**src/design/sactm_pkg.sv**
```systemverilog
package sactm_pkg;

  localparam int unsigned TAG_W     = 64;
  localparam int unsigned CNT_W     = 64;
  localparam int unsigned MAX_BYTES = 64;

  // counter slots: {is_store, miss}
  localparam logic [1:0] SLOT_LOAD_HIT   = 2'd0;
  localparam logic [1:0] SLOT_LOAD_MISS  = 2'd1;
  localparam logic [1:0] SLOT_STORE_HIT  = 2'd2;
  localparam logic [1:0] SLOT_STORE_MISS = 2'd3;

  typedef struct packed {
    logic bump;
    logic is_store;
    logic miss;
  } bump_req_t;

  typedef logic [3:0][CNT_W-1:0] cnt_bank_t;

endpackage

```
**src/design/sactm_counters.sv**
```systemverilog
module sactm_counters
  import sactm_pkg::*;
(
  input  logic      clk_i,
  input  logic      rst_ni,
  input  bump_req_t bump_i,
  output cnt_bank_t cnt_o
);

  cnt_bank_t        cnt_q;
  logic [1:0]       slot;
  logic [CNT_W-1:0] inc_d;

  // one shared incrementer for the whole bank
  always_comb begin
    case ({bump_i.is_store, bump_i.miss})
      2'b00:   slot = SLOT_LOAD_HIT;
      2'b01:   slot = SLOT_LOAD_MISS;
      2'b10:   slot = SLOT_STORE_HIT;
      default: slot = SLOT_STORE_MISS;
    endcase
    inc_d = cnt_q[slot] + CNT_W'(1);
  end

  always_ff @(posedge clk_i or negedge rst_ni) begin
    if (!rst_ni) begin
      cnt_q <= '0;
    end else if (bump_i.bump) begin
      cnt_q[slot] <= inc_d;
    end
  end

  assign cnt_o = cnt_q;

endmodule

```
**config.mk**
```make
export PLATFORM = sky130hd
export DESIGN_NAME = sactm_counters
export DESIGN_NICKNAME = d
export VERILOG_FILES = /design/src/design/sactm_pkg.sv /design/src/design/sactm_counters.sv
export SDC_FILE = /design/constraint.sdc
export NUM_CORES = 1
export LEC_CHECK = 0
export ABC_AREA = 0
export ABC_CLOCK_PERIOD_IN_PS = 7000
export BUFFER_PORTS_ARGS = -buffer_cell sky130_fd_sc_hd__buf_2
export CAP_MARGIN = 10
export CORE_MARGIN = 8
export CORE_UTILIZATION = 59
export CTS_CLUSTER_DIAMETER = 150
export DETAILED_ROUTE_END_ITERATION = 12
export GPL_TIMING_DRIVEN = 1
export PLACE_DENSITY = 0.9
export RECOVER_POWER = 50
export SYNTH_ARGS = -nofsm -noshare
export SYNTH_HDL_FRONTEND = slang
export SYNTH_SLANG_ARGS = --single-unit
```
**constraint.sdc**
```tcl
create_clock -name clk_i -period 7 [get_ports clk_i]
set_input_delay 0.7 -clock clk_i [delete_from_list [all_inputs] [get_ports clk_i]]
set_output_delay 0.7 -clock clk_i [all_outputs]
set_load 0.05 [all_outputs]
```
==> results.yml, run 1 <==
timing:
  rsz0062_at_grt: "no"
  max_freq_mhz: 233
  clock_skew_ns: 0.0122
  period_share_pct: 61.3
  maxSlewHeadroom_pct: -130
  period_needed_ns: 4.29
  setup_viol: 0
  hold_viol_final: 0
  maxSlewViolCount: 65
  tightestPinTransition_ns: 3.45
  final.setup.tns_ns: 0
worst_setup_path:
  critPathRequiredTime_ns: 7.47
  r2r_cells: 6
  cp_num_cells: 8
  crit_slowest_cell: "or4_1"
  startpoint_type: "input pin"
  rr_startpoint: "cnt_o[74]$_DFFE_PN0P_"
  worstPathArrival_ns: 4.76
  crit_type: "input pin to register"
  startpoint: "bump_i[0]"
  cpPeakStageDelay_ns: 0.84
  crit_top_cell: "buf_4"
  critical_path_buf_inv_count: 2
  end_kind: "register"
  path_max_fanout: 37
  crit_family: "simple AND/OR/NAND/NOR gates"
  cp_cell_sequence: "buf_4 -> buf_4 -> mux4_2 -> and4_1 -> nand3_1 -> or4_1 -> nor4_1 -> xor2_1"
die:
  dieWidth_um: 166
  die_h_um: 166
  core_area_um2: 22400
  design.portCount: 261
  row_count: 55
  start_util_pct: 59.4
  die_area_um2: 27700
global_routing:
  grt_pass1_wl_um: 66500
  globalRouteOverflowTotal: 0
  grt_usage_pct: 29.6
  grt_max_degree: 125
  antenna_found_initial: 0
  grt_pass1_vias: 11900
clock_tree:
  cts_buffers: 27
  clk_pin_slew_ns: 0.07
  clock_latency_ns: 0.55
  cts_tree: "built"
  clock-root-buffer: "clkbuf_16"
  ctsHtreeMaxLevel: 1
  post_cts_buffers: 0
  clockBufferDepth: 3
  cts_hold_buf: 0
  cts.repair.resized: 0
  clock_sinks: 256
final_layout:
  largest_reg_flops: 256
  fin_cells: 1845
  drive_above_1_share_pct: 13.1
  layout-area-overhead-vs-synth_pct: 14.5
  fin_nets: 1545
  num_antenna_cells: 0
  design_area_um2: 15300
placement:
  gp_congestion: 0.870
  place_area_um2: 14600
  dp_hpwl_um: 28100
  placed_cells: 1795
  port_buffers: 260
job:
  drv_cap: 1
drt:
  via_count: 12000
  ant_nets: 0
  wl_met1_um: 15700
  route.met2.wl_um: 19800
  drcViolationCount: 0
  wl_per_cell_um: 22.8
  drt_iter0_markers: 1630
  via_per_inst: 6.50
  maxUsedRoutingLayer: "met4"
  drt-total-wl_um: 42100
  wl_met3_um: 4820
  first_pass_iters: 8
run_status:
  status: "finished with violations"
  violations: "capacitance limit, slew limit"
power:
  power_mw: 3.45
  ir_drop_v: 0.000272
  power.density_nw_per_um2: 226
  p_leak_nw: 6.63
synthesis:
  synth_edf_count: 0
  ys_seq_area_share_pct: 48.1
  ys.flop_type: "dfrtp_1"
  synthArstFlopShare_pct: 100
  synthCells: 1351
  syn_avg_cell_area_um2: 9.87
  synth_area_um2: 13300
  ys_types: 46
  yosysWarnings: 0
  synth_nets: 1357
  ys_seq_elements: 256
min_path:
  hp-class: "input pin to async pin"
[cells in the final DEF (no fill, tap or decap), types with 10 or more instances in the layout]
cell	count
a21oi_1	12
and2_1	25
and3_1	10
and4_1	25
buf_2	59
buf_4	10
clkbuf_1	201
clkbuf_16	27
dfrtp_1	256
mux2_2	11
mux2i_1	17
mux4_2	60
nand2_1	329
nand3_1	40
nand3b_1	16
nand4_1	37
nor2_1	46
nor3_1	16
nor4_1	27
o21ai_0	203
xnor2_1	32
xor2_1	24
[per-stage QoR]
step | hold slack [ns] | setup WS [ns] | utilization, %
global placement | 0.453 | 2.20 | 64.9
global route | 0.299 | 2.19 | 68.0
finish | 0.256 | 2.71 | 68.0
CTS | 0.285 | 2.68 | 69.1
detailed placement | 0.457 | 2.11 | 64.9
floorplan | 0.404 | 3.71 | -
[worst reg2reg max path, delay by kind of cell, from the launching register on]
family,cells,cell delay [ns]
xor+xnor,1,0.18
flops,1,0.43
simple gates,4,2.21
mux,1,0.33
[report_power, final]
part           switching (mW)  internal, mW  leakage [nW]
Combinational           0.293        0.0743          2.60
Sequential             0.0332          1.51          3.56
Clock                   0.627         0.905         0.470
Total                   0.953          2.49          6.63
[layout make-up]
| cell class | instances | area, um2 |
|---|---|---|
| Inverter | 4 | 15.0 |
| Sequential cell | 256 | 6410 |
| Fill cell | 1731 | 7180 |
| Clock buffer | 37 | 793 |
| Clock inverter | 13 | 160 |
| Tap cell | 285 | 357 |
| Multi-Input combinational cell | 981 | 6390 |
| Timing Repair Buffer | 269 | 1130 |
[cell families (layout without fill, tap and decap cells)]
family	Yosys count	after routing	share of synthesized area, %
simple gates	599	599	21.9
flops	256	256	48.1
compound gates	230	230	8.84
buf+inv	114	323	4.13
mux	95	95	13.3
xor+xnor	56	56	3.68
fa+ha+maj	1	1	0.0938
[cell usage after synthesis, types with 2 or more instances]
| library cell | number | area share [%] |
|---|---|---|
| xnor2_1 | 32 | 2.1 |
| buf_4 | 3 | 0.17 |
| buf_6 | 6 | 0.51 |
| xor2_1 | 24 | 1.6 |
| nand4_2 | 2 | 0.19 |
| nor2b_1 | 2 | 0.094 |
| a31oi_1 | 8 | 0.38 |
| nand4_1 | 37 | 1.7 |
| mux4_2 | 60 | 10 |
| clkbuf_1 | 80 | 2.3 |
| or3_1 | 4 | 0.19 |
| nor3_1 | 16 | 0.60 |
| mux2_2 | 11 | 0.93 |
| nor4_4 | 2 | 0.32 |
| and3_1 | 10 | 0.47 |
| mux2i_1 | 17 | 1.3 |
| buf_2 | 14 | 0.53 |
| a21oi_1 | 12 | 0.45 |
| nand3_1 | 41 | 1.5 |
| buf_12 | 3 | 0.45 |
| buf_1 | 4 | 0.11 |
| a22oi_1 | 5 | 0.28 |
| nand3b_1 | 16 | 0.90 |
| o21ai_0 | 203 | 7.6 |
| mux2_1 | 4 | 0.34 |
| mux4_1 | 3 | 0.59 |
| and4_1 | 25 | 1.6 |
| nor4_2 | 4 | 0.38 |
| inv_1 | 4 | 0.11 |
| nor4_1 | 27 | 1.3 |
| or4_1 | 3 | 0.17 |
| or4_4 | 2 | 0.17 |
| or2_2 | 2 | 0.094 |
| nor2_1 | 46 | 1.3 |
| dfrtp_1 | 256 | 48 |
| nand2_1 | 329 | 9.3 |
| and2_1 | 25 | 1.2 |
[per-layer routing]
layer	track usage (%)	up-vias
met1	37.6	5927
met5	0	-
met3	8.44	143
met2	47.6	760
li1	-	5163
met4	11.9	0
[final timing paths]
kind / to / slack (ns)
max: cnt_o[118]$_DFFE_PN0P_ / 2.71
min in group clk_i: cnt_o[127]$_DFFE_PN0P_ / 0.47
max in group asynchronous: cnt_o[248]$_DFFE_PN0P_ / 2.94
max reg2reg: cnt_o[118]$_DFFE_PN0P_ / 3.78
min: cnt_o[99]$_DFFE_PN0P_ / 0.26
min reg2reg: cnt_o[127]$_DFFE_PN0P_ / 0.47
(Power assumes the default switching activity.)
==> inputs of run 2 (changes only) <==
--- a/config.mk
+++ b/config.mk
@@ -5,16 +5,16 @@
 export SDC_FILE = /design/constraint.sdc
 export NUM_CORES = 1
 export LEC_CHECK = 0
-export ABC_AREA = 0
-export ABC_CLOCK_PERIOD_IN_PS = 7000
+export ABC_AREA = 1
+export ABC_CLOCK_PERIOD_IN_PS = 4150
 export BUFFER_PORTS_ARGS = -buffer_cell sky130_fd_sc_hd__buf_2
 export CAP_MARGIN = 10
 export CORE_MARGIN = 8
-export CORE_UTILIZATION = 59
+export CORE_UTILIZATION = 57
 export CTS_CLUSTER_DIAMETER = 150
 export DETAILED_ROUTE_END_ITERATION = 12
 export GPL_TIMING_DRIVEN = 1
-export PLACE_DENSITY = 0.9
+export PLACE_DENSITY = 0.86
 export RECOVER_POWER = 50
 export SYNTH_ARGS = -nofsm -noshare
 export SYNTH_HDL_FRONTEND = slang
==> constraint.sdc (replaced) <==
create_clock -name clk_i -period 4.15 [get_ports clk_i]
set_input_delay 0.415 -clock clk_i [delete_from_list [all_inputs] [get_ports clk_i]]
set_output_delay 0.415 -clock clk_i [all_outputs]
set_load 0.05 [all_outputs]
==> results.yml, run 2 <==
worst_setup_path:
  startpoint_type: "input pin"
  worstPathArrival_ns: 3.67
  startpoint: "bump_i[1]"
  end_kind: "register"
  path_max_fanout: 41
  crit_type: "input pin to register"
  critPathRequiredTime_ns: 4.57
  rr_startpoint: "cnt_o[3]$_DFFE_PN0P_"
synthesis:
  synthArstFlopShare_pct: 100
  ys_seq_elements: 256
  synth_area_um2: 15000
  synth_top_cells_by_count: "1,248 x nand2_1, 290 x inv_1, 256 x dfrtp_1"
  ys.flop_type: "dfrtp_1"
  ys_types: 27
  synth_nets: 2400
  yosysWarnings: 0
  syn_avg_cell_area_um2: 6.28
  synth_edf_count: 0
  synth_top_area_share_pct: 42.6
  synthTopCellsByArea: "dfrtp_1 43%, nand2_1 31%, inv_1 7.2%"
  synthCells: 2394
  ys_seq_area_share_pct: 42.6
  synth.most_common_cell: "nand2_1"
  yosysTopAreaCell: "dfrtp_1"
timing:
  max_freq_mhz: 308
  setup_viol: 0
  period_share_pct: 78.2
  final.setup.tns_ns: 0
  clock_skew_ns: 0.0143
  hold_viol_final: 0
  maxSlewHeadroom_pct: -119
  period_needed_ns: 3.25
  tightestPinTransition_ns: 3.29
  worst_slack_ns: 0.905
  maxSlewViolCount: 125
  rsz0062_at_grt: "no"
drt:
  first_pass_iters: 6
  via_count: 16300
  via_per_inst: 5.49
  drt-total-wl_um: 53400
  drcViolationCount: 0
  drt_iter0_markers: 2046
  ant_nets: 0
  wl_per_cell_um: 18.0
clock_tree:
  clockBufferDepth: 3
  clock-root-buffer: "clkbuf_16"
  clock_sinks: 256
  cts.repair.resized: 0
  clock_latency_ns: 0.54
  cts_hold_buf: 0
  cts_buffers: 27
  cts_tree: "built"
  ctsHtreeMaxLevel: 1
  post_cts_buffers: 0
  clk_pin_slew_ns: 0.06
placement:
  dp_slack_ns: 0.460
  gp_congestion: 1.01
  place_area_um2: 16600
  dp_hpwl_um: 37600
  port_buffers: 260
global_routing:
  globalRouteOverflowTotal: 0
  grt_usage_pct: 33.1
  grt_pass1_wl_um: 83800
  grt_max_degree: 129
  grt_pass1_vias: 15600
  antenna_found_initial: 0
final_layout:
  register_area_um2: 6410
  layout-area-overhead-vs-synth_pct: 15.1
  fin_nets: 2623
  design_area_um2: 17300
  layout_common_cells: "1,248 x nand2_1, 290 x inv_1, 256 x dfrtp_1, 179 x nor2_1, 149 x nand3_1"
  drive_above_1_share_pct: 8.80
  mostFrequentLayoutCell: "nand2_1"
  multiInputGateArea_um2: 7130
  fill_cells: 2408
  largest_reg_flops: 256
  num_antenna_cells: 0
die:
  dieWidth_um: 178
  design.portCount: 261
  core_area_um2: 26000
  die_area_um2: 31800
  row_count: 59
  start_util_pct: 57.9
  die_h_um: 178
power:
  clkPwrFrac_pct: 24.2
  internal-power_mw: 5.32
  p_sw_share_pct: 47.8
  power.density_nw_per_um2: 589
  p_comb_share_pct: 41.5
  ir_drop_v: 0.000480
  p_leak_nw: 9.84
  p_seq_share_pct: 34.3
  power.switching_mw: 4.88
min_path:
  hp-class: "register to register"
  hold_path_startpoint: "cnt_o[214]$_DFFE_PN0P_"
run_status:
  violations: "capacitance limit, slew limit"
  status: "finished with violations"
job:
  drv_cap: 1
run 2: layout make-up:
| cell class | count | area share, % |
|---|---|---|
| Clock inverter | 8 | 0.665 |
| Timing Repair Buffer | 287 | 7.78 |
| Clock buffer | 39 | 4.45 |
| Inverter | 300 | 6.51 |
| Tap cell | 335 | 2.42 |
| Multi-Input combinational cell | 1745 | 41.2 |
| Sequential cell | 256 | 37.0 |
run 2: layer usage:
layer	vias up	global-route usage, %	wire [um]
li1	7594	-	-
met1	7511	43.5	20800
met2	1043	53.0	24400
met3	160	6.44	6180
met4	0	13.4	2040
met5	-	0	0
run 2: stage by stage:
stage                     power, mW  hold slack, ns  std cells  util, %
after floorplan                6.60           0.119       2394        -
after global placement         7.70           0.481       2923     63.9
after detailed placement       7.79           0.486       2923     63.9
after CTS                      10.3          0.0413       2970     67.3
after global routing           10.7           0.529       2970     66.6
final                          10.2           0.505       2970     66.6
run 2: worst paths after layout:
kind,to,slack (ns),cells past startpoint
min reg2reg,cnt_o[214]$_DFFE_PN0P_,0.51,2
max in group asynchronous,cnt_o[175]$_DFFE_PN0P_,1.03,2
max reg2reg,cnt_o[91]$_DFFE_PN0P_,1.47,13
min,cnt_o[214]$_DFFE_PN0P_,0.51,2
max,cnt_o[230]$_DFFE_PN0P_,0.90,16
min in group asynchronous,cnt_o[85]$_DFFE_PN0P_,0.96,1
run 2: cell families after synthesis:
family                   count (synthesis)  share of synthesized area [%]
AND/OR/NAND/NOR                       1611                           42.1
flip-flops                             256                           42.6
AO/OA/AOI/OAI                          113                           3.79
buffers and inverters                  393                           10.2
adder cells (fa/ha/maj)                  1                         0.0832
XOR/XNOR                                20                           1.16
run 2: power groups by stage:
stage                     logic (mW)  clock network, mW  registers, mW
final                           4.23               2.46           3.50
after global placement          4.21                  0           3.49
after global routing            4.55               2.57           3.56
after floorplan                 1.36                  0           5.24
after detailed placement        4.28                  0           3.51
after CTS                       4.31               2.47           3.47
run 2: worst max-delay path: stages:
cell and delay, ns:
buf_2 0.12, inv_2 0.62, nor2_1 0.39, nand2_1 0.14, nand2_1 0.09, nor2_4 0.19
ha_1 0.25, nand3_1 0.11, nor2_1 0.19, nand2_1 0.12, inv_1 0.07, nand2_1 0.13
nor2_1 0.38, nand3_1 0.23, nand3_1 0.15, nand2_1 0.07
